**config.mk**
```make
export PLATFORM = sky130hd
export DESIGN_NAME = utf8_validating_decoder_core
export DESIGN_NICKNAME = d
export VERILOG_FILES = /design/src/rtl/utf8v_pkg.sv /design/src/rtl/utf8v_step.sv /design/src/rtl/utf8v_count.sv /design/src/rtl/utf8_validating_decoder_core.sv
export SDC_FILE = /design/constraint.sdc
export NUM_CORES = 1
export LEC_CHECK = 0
export ABC_AREA = 1
export BUFFER_PORTS_ARGS = -buffer_cell sky130_fd_sc_hd__buf_2
export CAP_MARGIN = 5
export CORE_MARGIN = 5
export CORE_UTILIZATION = 53
export CTS_CLUSTER_SIZE = 24
export DETAILED_ROUTE_END_ITERATION = 10
export GPL_TIMING_DRIVEN = 0
export PLACE_DENSITY = 0.76
export REMOVE_ABC_BUFFERS = 1
export SLEW_MARGIN = 30
export SYNTH_ARGS = -nofsm -noshare
export SYNTH_HDL_FRONTEND = slang
export SYNTH_SLANG_ARGS = --single-unit
```
**constraint.sdc**
```tcl
create_clock -name clk -period 2.2 [get_ports clk]
set_input_delay 0.44 -clock clk [delete_from_list [all_inputs] [get_ports clk]]
set_output_delay 0.44 -clock clk [all_outputs]
set_load 0.005 [all_outputs]
```
**src/rtl/utf8v_pkg.sv**
```systemverilog
// ----------------------------------------------------------------------------
// utf8v_pkg - shared types and tables for the UTF-8 validating decoder
// Byte classes, automaton transitions and the step result struct.
// ----------------------------------------------------------------------------
package utf8v_pkg;

  localparam int unsigned COUNT_WIDTH_DEF = 32;
  localparam int unsigned CP_W    = 21;
  localparam int unsigned BYTE_W  = 8;
  localparam int unsigned STATE_W = 4;
  localparam int unsigned CLASS_W = 4;
  localparam int unsigned CNT_OUT_W = 32;
  localparam int unsigned STATUS_W  = 2;

  typedef logic [STATE_W-1:0] dfa_state_t;
  typedef logic [CLASS_W-1:0] byte_class_t;
  typedef logic [STATUS_W-1:0] status_t;

  localparam dfa_state_t ST_ACCEPT = 4'd0;
  localparam dfa_state_t ST_REJECT = 4'd1;

  localparam status_t STATUS_ACCEPT  = 2'd0;
  localparam status_t STATUS_INSIDE  = 2'd1;
  localparam status_t STATUS_INVALID = 2'd2;

  // Outcome of one automaton step
  typedef struct packed {
    dfa_state_t      state;
    logic [CP_W-1:0] value;
    logic            cp_done;
    logic            reject;
  } step_t;

  function automatic byte_class_t byte_class(input logic [BYTE_W-1:0] b);
    byte_class_t c;
    case (b) inside
      [8'h00:8'h7F]:        c = 4'd0;
      [8'h80:8'h8F]:        c = 4'd1;
      [8'h90:8'h9F]:        c = 4'd9;
      [8'hA0:8'hBF]:        c = 4'd7;
      8'hC0, 8'hC1:         c = 4'd8;
      [8'hC2:8'hDF]:        c = 4'd2;
      8'hE0:                c = 4'd10;
      [8'hE1:8'hEC]:        c = 4'd3;
      8'hED:                c = 4'd4;
      8'hEE, 8'hEF:         c = 4'd3;
      8'hF0:                c = 4'd11;
      [8'hF1:8'hF3]:        c = 4'd6;
      8'hF4:                c = 4'd5;
      default:              c = 4'd8;
    endcase
    return c;
  endfunction

  function automatic dfa_state_t next_state(input dfa_state_t s, input byte_class_t c);
    dfa_state_t n;
    n = ST_REJECT;
    case (s)
      4'd0: begin
        case (c)
          4'd0:    n = 4'd0;
          4'd2:    n = 4'd2;
          4'd3:    n = 4'd3;
          4'd4:    n = 4'd5;
          4'd5:    n = 4'd8;
          4'd6:    n = 4'd7;
          4'd10:   n = 4'd4;
          4'd11:   n = 4'd6;
          default: n = ST_REJECT;
        endcase
      end
      4'd2: begin
        if (c inside {4'd1, 4'd7, 4'd9}) n = 4'd0;
      end
      4'd3: begin
        if (c inside {4'd1, 4'd7, 4'd9}) n = 4'd2;
      end
      4'd4: begin
        if (c == 4'd7) n = 4'd2;
      end
      4'd5: begin
        if (c inside {4'd1, 4'd9}) n = 4'd2;
      end
      4'd6: begin
        if (c inside {4'd7, 4'd9}) n = 4'd3;
      end
      4'd7: begin
        if (c inside {4'd1, 4'd7, 4'd9}) n = 4'd3;
      end
      4'd8: begin
        if (c == 4'd1) n = 4'd3;
      end
      default: n = ST_REJECT;
    endcase
    return n;
  endfunction

endpackage

```
**src/rtl/utf8v_step.sv**
```systemverilog
// ----------------------------------------------------------------------------
// utf8v_step - one automaton step
// Classifies the byte, moves the automaton and shifts the byte's payload
// bits into the partial code point.
// ----------------------------------------------------------------------------
module utf8v_step (
  input  utf8v_pkg::dfa_state_t              state_i,
  input  logic [utf8v_pkg::CP_W-1:0]         value_i,
  input  logic                               err_i,
  input  logic [utf8v_pkg::BYTE_W-1:0]       byte_i,
  output utf8v_pkg::step_t                   step_o
);

  utf8v_pkg::byte_class_t   cls;
  utf8v_pkg::dfa_state_t    nstate;
  logic [utf8v_pkg::BYTE_W-1:0] lead_bits;
  logic [utf8v_pkg::CP_W-1:0]   value_nxt;

  assign cls       = utf8v_pkg::byte_class(byte_i);
  assign nstate    = utf8v_pkg::next_state(state_i, cls);
  // lead byte keeps only the bits below its length marker
  assign lead_bits = (8'hFF >> cls) & byte_i;

  always_comb begin
    if (state_i == utf8v_pkg::ST_ACCEPT) begin
      value_nxt = {{(utf8v_pkg::CP_W-utf8v_pkg::BYTE_W){1'b0}}, lead_bits};
    end else begin
      value_nxt = {value_i[utf8v_pkg::CP_W-7:0], byte_i[5:0]};
    end
  end

  // once an error is latched the automaton is frozen
  always_comb begin
    if (err_i) begin
      step_o.state   = state_i;
      step_o.value   = value_i;
      step_o.cp_done = 1'b0;
      step_o.reject  = 1'b0;
    end else begin
      step_o.state   = nstate;
      step_o.value   = value_nxt;
      step_o.cp_done = (nstate == utf8v_pkg::ST_ACCEPT);
      step_o.reject  = (nstate == utf8v_pkg::ST_REJECT);
    end
  end

endmodule

```
**src/rtl/utf8v_count.sv**
```systemverilog
// ----------------------------------------------------------------------------
// utf8v_count - saturating code point counter
// Counts completed code points per string; cleared after the last beat.
// ----------------------------------------------------------------------------
module utf8v_count #(
  parameter int unsigned COUNT_WIDTH = utf8v_pkg::COUNT_WIDTH_DEF
) (
  input  logic                               clk,
  input  logic                               rst_n,
  input  logic                               en_i,
  input  logic                               inc_i,
  input  logic                               clr_i,
  output logic [utf8v_pkg::CNT_OUT_W-1:0]    count_o
);

  logic [COUNT_WIDTH-1:0] count_r;
  logic [COUNT_WIDTH-1:0] count_nxt;
  logic [COUNT_WIDTH-1:0] count_upd;

  // value including this beat, held at all ones
  assign count_upd = (inc_i && !(&count_r)) ? count_r + 1'b1 : count_r;

  always_comb begin
    count_nxt = count_r;
    if (en_i) begin
      count_nxt = clr_i ? '0 : count_upd;
    end
  end

  always_ff @(posedge clk) begin
    if (!rst_n) begin
      count_r <= '0;
    end else begin
      count_r <= count_nxt;
    end
  end

  generate
    if (COUNT_WIDTH >= utf8v_pkg::CNT_OUT_W) begin : g_trunc
      assign count_o = count_upd[utf8v_pkg::CNT_OUT_W-1:0];
    end else begin : g_ext
      assign count_o = {{(utf8v_pkg::CNT_OUT_W-COUNT_WIDTH){1'b0}}, count_upd};
    end
  endgenerate

endmodule

```
**src/rtl/utf8_validating_decoder_core.sv**
```systemverilog
// ----------------------------------------------------------------------------
// utf8_validating_decoder_core - streaming UTF-8 validating decoder
// Decodes one byte per beat and reports code points, count and status.
// ----------------------------------------------------------------------------
// Takes one byte per clock and gives one result beat per byte, registered
// in the cycle after it is taken. The automaton step is combinational logic
// between the state registers and the result register, so the throughput
// is one byte per cycle whenever the result side keeps up; a stalled result
// is held in the output register and the input waits only while that
// register is full and not being taken. in_tlast marks the final byte of a
// string: a string that ends inside a sequence reports status 2 on that
// beat, and all decoder state including the code point count is cleared
// afterwards. Invalid encodings latch status 2 until the end of the string.
// The count saturates at 2^COUNT_WIDTH-1 and is reported in 32 bits.
// ----------------------------------------------------------------------------
module utf8_validating_decoder_core #(
  parameter int unsigned COUNT_WIDTH = utf8v_pkg::COUNT_WIDTH_DEF
) (
  input  logic        clk,
  input  logic        rst_n,
  input  logic        in_tvalid,
  output logic        in_tready,
  input  logic [7:0]  in_tdata,   // [7:0] data_byte
  input  logic        in_tlast,   // last_byte
  output logic        out_tvalid,
  input  logic        out_tready,
  output logic [55:0] out_tdata,  // [20:0] code_point, [52:21] code_point_count, zero pad
  output logic [2:0]  out_tuser,  // [0] code_point_ready, [2:1] status
  output logic        out_tlast   // end_of_string
);

  utf8v_pkg::dfa_state_t                 state_r, state_nxt;
  logic [utf8v_pkg::CP_W-1:0]            value_r, value_nxt;
  logic                                  err_r, err_nxt;
  utf8v_pkg::step_t                      step;
  logic [utf8v_pkg::CNT_OUT_W-1:0]       count;
  utf8v_pkg::status_t                    status;
  logic                                  in_acc;

  logic                                  out_valid_r, out_valid_nxt;
  logic                                  out_rdy_r;
  logic [utf8v_pkg::CP_W-1:0]            out_cp_r;
  logic [utf8v_pkg::CNT_OUT_W-1:0]       out_cnt_r;
  utf8v_pkg::status_t                    out_status_r;
  logic                                  out_last_r;

  assign in_tready = !out_valid_r || out_tready;
  assign in_acc    = in_tvalid && in_tready;

  utf8v_step u_step (
    .state_i (state_r),
    .value_i (value_r),
    .err_i   (err_r),
    .byte_i  (in_tdata),
    .step_o  (step)
  );

  utf8v_count #(
    .COUNT_WIDTH (COUNT_WIDTH)
  ) u_count (
    .clk     (clk),
    .rst_n   (rst_n),
    .en_i    (in_acc),
    .inc_i   (step.cp_done),
    .clr_i   (in_tlast),
    .count_o (count)
  );

  always_comb begin
    if (err_r || step.reject) begin
      status = utf8v_pkg::STATUS_INVALID;
    end else if (step.state != utf8v_pkg::ST_ACCEPT) begin
      status = in_tlast ? utf8v_pkg::STATUS_INVALID : utf8v_pkg::STATUS_INSIDE;
    end else begin
      status = utf8v_pkg::STATUS_ACCEPT;
    end
  end

  always_comb begin
    state_nxt = state_r;
    value_nxt = value_r;
    err_nxt   = err_r;
    if (in_acc) begin
      if (in_tlast) begin
        state_nxt = utf8v_pkg::ST_ACCEPT;
        value_nxt = '0;
        err_nxt   = 1'b0;
      end else begin
        state_nxt = step.state;
        value_nxt = step.value;
        err_nxt   = err_r || step.reject;
      end
    end
  end

  always_ff @(posedge clk) begin
    if (!rst_n) begin
      state_r <= utf8v_pkg::ST_ACCEPT;
      value_r <= '0;
      err_r   <= 1'b0;
    end else begin
      state_r <= state_nxt;
      value_r <= value_nxt;
      err_r   <= err_nxt;
    end
  end

  always_comb begin
    out_valid_nxt = out_valid_r;
    if (in_acc) begin
      out_valid_nxt = 1'b1;
    end else if (out_tready) begin
      out_valid_nxt = 1'b0;
    end
  end

  always_ff @(posedge clk) begin
    if (!rst_n) begin
      out_valid_r <= 1'b0;
    end else begin
      out_valid_r <= out_valid_nxt;
    end
  end

  // result payload, loaded on each accepted beat
  always_ff @(posedge clk) begin
    if (in_acc) begin
      out_rdy_r    <= step.cp_done;
      out_cp_r     <= step.cp_done ? step.value : '0;
      out_cnt_r    <= count;
      out_status_r <= status;
      out_last_r   <= in_tlast;
    end
  end

  assign out_tvalid = out_valid_r;
  assign out_tdata  = {3'b000, out_cnt_r, out_cp_r};
  assign out_tuser  = {out_status_r, out_rdy_r};
  assign out_tlast  = out_last_r;

  // a reported code point is always a valid scalar value
  a_cp_scalar: assert property (@(posedge clk) disable iff (!rst_n)
    (out_tvalid && out_tuser[0]) |->
      (out_tdata[20:0] <= 21'h10FFFF &&
       (out_tdata[20:0] < 21'h00D800 || out_tdata[20:0] > 21'h00DFFF)))
    else $error("reported code point is not a scalar value");

  // a completed code point only ever comes with accept status
  a_cp_status: assert property (@(posedge clk) disable iff (!rst_n)
    (out_tvalid && out_tuser[0]) |-> (out_tuser[2:1] == utf8v_pkg::STATUS_ACCEPT))
    else $error("code point reported with non-accept status");

  // decoder state is back to reset after the last byte of a string
  a_eos_clear: assert property (@(posedge clk) disable iff (!rst_n)
    (in_acc && in_tlast) |=> (state_r == utf8v_pkg::ST_ACCEPT && !err_r && value_r == '0))
    else $error("decoder state not cleared after end of string");

  // a latched error reports invalid on the next beat
  a_err_sticky: assert property (@(posedge clk) disable iff (!rst_n)
    (in_acc && err_r) |=> (out_tuser[2:1] == utf8v_pkg::STATUS_INVALID && !out_tuser[0]))
    else $error("latched error not reported");

endmodule
```
==> impl_metrics.csv, run 1 <==
group,metric,value,unit
outcome,status,"finished with violations",
outcome,failed_checks,"setup timing",
placement,dp_hpwl,10000,um
route,drc,0,
power,sw_frac_of_total,0.260,
timing,layout_setup_ws,-0.0861,ns
timing,fmax,437,MHz
power,pwr_density_cell,748,nW/um2
critical_path,critPathArrivalTime,2.63,ns
timing,rsz0062_at_grt,"true",
floorplan,core_area,12100,um2
timing,slew_viol_final,0,
power,pwr-share-comb,0.183,
layout,multi_input_comb_area,3580,um2
layout,layout-area-overhead-vs-synth,32.8,%
floorplan,dieHeight,121,um
global_route,antenna_found_initial,0,
min_path,hp-class,"in -> reg",
timing,hold_violations,0,
logic_synthesis,yosysWarnings,0,
power,p_int,4810,uW
critical_path,crit_path_max_fanout,5,
power,p_clk_frac,0.448,
clocking,clk_pin_slew,0.05,ns
logic_synthesis,synth_edf_count,57,
clocking,htree_levels,4,
floorplan,start_util,0.542,
logic_synthesis,synth.distinct_cells,46,
timing,finalSetupViolations,52,
critical_path,critPathRequiredTime,2.54,ns
clocking,cts_made_buffers,17,
power,p_total,6490,uW
critical_path,path_class,"in -> reg",
route,dr.pass1.iters,5,
layout,nets,938,
timing,finalClockSkew,0.00677,ns
global_route,grt_max_degree,60,
floorplan,ioPinCount,75,
power,power.share.sequential,0.369,
route,via_per_inst,5.47,
logic_synthesis,syn-cell-area,6530,um2
global_route,overflow,0,
layout,fill_cells,878,
placement,gp_congestion,0.934,
critical_path,cp-end-kind,"flip-flop",
route,initialDrtViolationCount,516,
placement,portBuffers,71,
logic_synthesis,async_flop_share,0,
route,vias,6046,
timing,final.period_utilization,1.04,
route,antenna_left,0,
layout,final_layout_size_suffix_gt1_frac,0.372,
placement,dp_slack,-1.12,ns
clocking,clk_latency,0.42,ns
clocking,clock-sinks,116,
timing,fin_tns_setup,-1.41,ns
global_route,grt_pass1_vias,5381,
job,maxCapViolations,0,
timing,tightest_slew,0.802,ns
floorplan,num_rows,40,
logic_synthesis,synth_seq_cells,116,
floorplan,fp.dieW,121,um
logic_synthesis,synth-seq-area-share,0.443,
global_route,grtUsageTotal,0.230,
logic_synthesis,synth_ff_type,"dfxtp_1",
critical_path,cp-start-kind,"input port",
route,totalWireLength,18200,um
clocking,cts_tree,"yes",
power,leakage,0.00342,uW
clocking,cts_root_buf,"clkbuf_16",
route,wire_per_inst,16.5,um
layout,regArea,2910,um2
global_route,grt_pass1_wl,26600,um
logic_synthesis,synth_area_per_cell,7.93,um2
layout,num_antenna_cells,0,
timing,period_needed,2.29,ns
logic_synthesis,synth_cells,824,
clocking,ctsLongestPathBuffers,2,
clocking,postCtsHoldBufs,0,
power,ir_drop,523,uV
timing,relSlewSlack,0.465,
floorplan,dieArea,14600,um2
layout,final_util,0.720,
power,netSwitchingPower,1690,uW
-- cell usage after synthesis, types with 9 or more instances --
cell type    n  area, um2
nand3_2     29        290
nor2_1      68        255
xnor2_1     10       87.6
nand2_2     30        188
nand4_1      9       56.3
inv_1       97        364
buf_2       11       55.1
clkbuf_1    20       75.1
nor4_1       9       56.3
nand3_1     31        155
a21oi_2     25        219
nor3_1      14       70.1
a21oi_1     33        165
edfxtp_1    57       1710
xor2_1      20        175
dfxtp_1     59       1180
nand2_1    231        867
o31ai_1     15        113
-- power by group through the flow --
stage	registers, uW	clock network, uW	logic, uW
finish	2390	2910	1190
global route	2400	3070	1260
CTS	2390	2950	992
floorplan	2440	0	399
detailed placement	2440	0	648
global placement	2440	0	620
-- cell type report --
| type | count | area share |
|---|---|---|
| multi-input combinational | 575 | 0.413 |
| sequential | 116 | 0.335 |
| timing repair buffer | 111 | 0.108 |
| clock buffer | 22 | 0.0546 |
| inverter | 100 | 0.0447 |
| tap | 168 | 0.0242 |
| clock inverter | 10 | 0.0177 |
| timing repair inverter | 3 | 0.00259 |
-- cell families after synthesis --
| logic type | after synthesis | share of synthesized area |
|---|---|---|
| compound gates | 97 | 0.102 |
| xor+xnor | 30 | 0.0402 |
| fa+ha+maj | 1 | 0.00191 |
| buf+inv | 140 | 0.0894 |
| flops | 116 | 0.443 |
| other cells | 1 | 0.000574 |
| simple gates | 439 | 0.323 |
-- stage by stage --
stage,hold slack (ns),std cells,area [um2]
final,0.371,1105,8680
after floorplan,0.445,786,6330
after global placement,0.452,1025,6900
after detailed placement,0.458,1029,7030
after global routing,0.361,1105,8680
after CTS,0.276,1085,8110
-- worst max-delay path: stages --
cell	delay, ns
buf_8	0.10
nor2_4	0.15
nand2_2	0.09
nand3_2	0.10
nand3_2	0.10
nor2_4	0.16
inv_2	0.07
nand2_2	0.09
nand2_2	0.09
o21ai_4	0.20
nand3_4	0.13
nor2_8	0.22
buf_12	0.16
buf_4	0.13
nand3_2	0.08
nand2_2	0.09
nand2_1	0.07
a21oi_2	0.17
-- layer usage --
| layer | track usage | share of wire | up-vias |
|---|---|---|---|
| met2 | 0.375 | 0.50 | 265 |
| met4 | 0.108 | 0.036 | 0 |
| li1 | - | - | 2890 |
| met5 | 0 | 0 | - |
| met3 | 0.0480 | 0.071 | 58 |
| met1 | 0.291 | 0.39 | 2833 |
-- worst paths after layout --
kind	startpoint	to	slack [ns]	cells past startpoint
max	in_tdata[2]	u_count.count_r[7]$_SDFFE_PN0P_	-0.09	18
max reg2reg	err_r$_SDFFE_PN0P_	u_count.count_r[7]$_SDFFE_PN0P_	-0.02	11
min	in_tlast	out_tlast$_DFFE_PP_	0.37	1
min reg2reg	value_r[16]$_SDFFE_PN0P_	value_r[16]$_SDFFE_PN0P_	0.47	2
-- cells in the final DEF, fill, tap and decap left out, drive strengths merged, types with 2 or more instances in the layout --
cell type,instances
a21oi,58
a22oi,3
a2bb2oi,4
and2,2
buf,109
bufinv,4
clkbuf,24
clkinv,4
clkinvlp,7
conb,3
dfxtp,59
edfxtp,57
inv,98
nand2,261
nand3,63
nand4,10
nor2,79
nor3,16
nor3b,2
nor4,9
o211ai,3
o21ai,7
o22ai,3
o31ai,15
xnor2,10
xor2,20
-- sequential cells by signal (all words and copies together) (netlist names) --
register	cells
err_r	1
out_cnt_r	32
out_cp_r	21
out_rdy_r	1
out_status_r	2
out_tlast	1
out_tvalid	1
state_r	4
u_count.count_r	32
value_r	21
-- what timing repair did --
action                                  CTS  global route
setup buffers                            19            15
endpoints found under the setup margin   96            93
gates cloned                              5             5
pin swaps                                14            49
resized for setup                        42           118
Power figures use the tool's default switching activity.
==> inputs of run 2 (changes only) <==
Settings changed: CORE_MARGIN 5 to not set, MAX_ROUTING_LAYER set to met4, REMOVE_ABC_BUFFERS 1 to not set.
==> run 2 against run 1 <==
The run now ends clean. Worst setup slack improved by 0.15 ns. Cell count is essentially flat. Critical path type is now reg -> reg. Largest power group unchanged. Sequential power hardly changed. Via count is 0.58% lower.
==> impl_metrics.csv, run 2 (synthesis results as in run 1) <==
group,metric,value,unit
outcome,status,"finished clean",
route,dr.pass1.iters,5,
critical_path,crit_path_max_fanout,7,
critical_path,slowest_delay,0.42,ns
critical_path,crit_path_frequent_cell,"nand2_1",
floorplan,ioPinCount,75,
global_route,overflow,0,
critical_path,critPathRequiredTime,2.36,ns
layout,multi_input_comb_area,3410,um2
timing,period_needed,2.14,ns
critical_path,cp-end-kind,"flip-flop",
global_route,grt_pass1_vias,5395,
route,drc,0,
floorplan,fp.dieW,113,um
layout,regArea,2900,um2
critical_path,cpMaxStageDelayCell,"or4_4",
route,antenna_left,0,
power,ir_drop,447,uV
layout,num_antenna_cells,0,
min_path,hp-class,"in -> reg",
global_route,grtUsageTotal,0.278,
layout,final_layout_size_suffix_gt1_frac,0.338,
clocking,clk_pin_slew,0.06,ns
global_route,grt_pass1_wl,27200,um
clocking,cts_root_buf,"clkbuf_16",
clocking,ctsLongestPathBuffers,2,
layout,finalNonFillerCells,1104,
placement,dp_hpwl,11500,um
placement,gp_congestion,0.974,
layout,layout-area-overhead-vs-synth,29.2,%
timing,fmax,468,MHz
timing,finalSetupViolations,0,
layout,fill_cells,922,
critical_path,crit_buf_inv,2,
floorplan,dieArea,12800,um2
critical_path,cp_cell_sequence,"inv_1 -> nor2_2 -> nand2_1 -> or4_4 -> nand2_2 -> nor2_4 -> nand2_1 -> nor2_2 -> nand3_4 -> buf_8 -> nand2_1 -> and2_1",
timing,slew_viol_final,0,
job,maxCapViolations,0,
power,pwr_density_cell,752,nW/um2
clocking,clk_latency,0.41,ns
clocking,clock-sinks,116,
floorplan,num_rows,40,
critical_path,cp-start-kind,"flip-flop",
layout,layout_common_cells,"nand2_1, inv_1, buf_2",
route,initialDrtViolationCount,506,
global_route,grt_max_degree,26,
timing,tightest_slew,0.748,ns
layout,layout_commonest_cell,"nand2_1",
floorplan,start_util,0.544,
timing,relSlewSlack,0.502,
floorplan,core_area,12000,um2
clocking,cts_made_buffers,17,
route,vias,6011,
route,wire_per_inst,15.4,um
timing,finalClockSkew,0.00548,ns
clocking,htree_levels,4,
clocking,cts_tree,"yes",
layout,nets,958,
timing,final.period_utilization,0.971,
critical_path,path_class,"reg -> reg",
critical_path,critPathArrivalTime,2.30,ns
critical_path,cp_top_family,"simple AND/OR/NAND/NOR gates",
power,leakage,0.00337,uW
floorplan,dieHeight,113,um
placement,placedCellCount,1046,
route,totalWireLength,17000,um
timing,rsz0062_at_grt,"true",
power,p_total,6350,uW
placement,portBuffers,71,
layout,top_regs,"out_cnt_r: 32 flops, u_count.count_r: 32 flops",
timing,hold_violations,0,
route,via_per_inst,5.44,
global_route,antenna_found_initial,0,
run 2: cell count changes in the layout (fill, tap and decap cells not counted), moves of 9 or more:
| cell | previous run | this run |
|---|---|---|
| nand2_1 | 182 | 210 |
| nand2_2 | 70 | 49 |
| clkbuf_1 | 2 | 18 |
| buf_2 | 64 | 74 |
| buf_4 | 19 | 28 |
run 2: area by class of cell:
cell class | instances | area share
Buffer | 40 | 0.0295
Clock buffer | 19 | 0.0525
Clock inverter | 13 | 0.0215
Inverter | 100 | 0.0449
Multi-Input combinational cell | 570 | 0.404
Sequential cell | 116 | 0.344
Tap cell | 147 | 0.0218
Timing Repair Buffer | 99 | 0.0822
run 2: stage by stage:
| step | utilization | setup WS (ns) | area (um2) | hold slack [ns] | setup TNS (ns) |
|---|---|---|---|---|---|
| 2_1_floorplan | - | -0.0400 | 6600 | 0.445 | -0.0613 |
| 3_3_place_gp | 0.594 | -0.723 | 7130 | 0.454 | -74.04 |
| 3_5_place_dp | 0.599 | -0.514 | 7190 | 0.456 | -35.69 |
| 4_1_cts | 0.660 | 0.00366 | 7930 | 0.273 | 0 |
| 5_1_grt | 0.703 | -0.0558 | 8440 | 0.269 | -1.43 |
| 6_report | 0.703 | 0.0632 | 8440 | 0.278 | 0 |
run 2: worst paths after layout:
path                             from  cells past startpoint                  endpoint  slack (ns)
max           state_r[2]$_SDFFE_PN0P_                     12    out_cnt_r[1]$_DFFE_PP_        0.06
min                          in_tlast                      1       out_tlast$_DFFE_PP_        0.28
max reg2reg   state_r[2]$_SDFFE_PN0P_                     12    out_cnt_r[1]$_DFFE_PP_        0.06
min reg2reg  value_r[19]$_SDFFE_PN0P_                      2  value_r[19]$_SDFFE_PN0P_        0.46
run 2: timing repair:
item | CTS | global route
endpoints found under the setup margin | 86 | 85
endpoints found under the hold margin | 0 | 0
resized for setup | 22 | 87
setup buffers | 4 | 18
hold buffers | 0 | 0
pin swaps | 6 | 48
cloned | 0 | 4
run 2: routing by layer:
layer,global-route usage,share of wire,vias to the layer above
li1,-,-,2923
met5,-,0,-
met4,0.0904,0.019,0
met3,0.0418,0.071,32
met2,0.413,0.45,256
met1,0.390,0.46,2800
run 2: power by group:
group / switching, uW / internal [uW]
Combinational: 622 / 427
Sequential: 28.0 / 2350
Clock: 999 / 1920
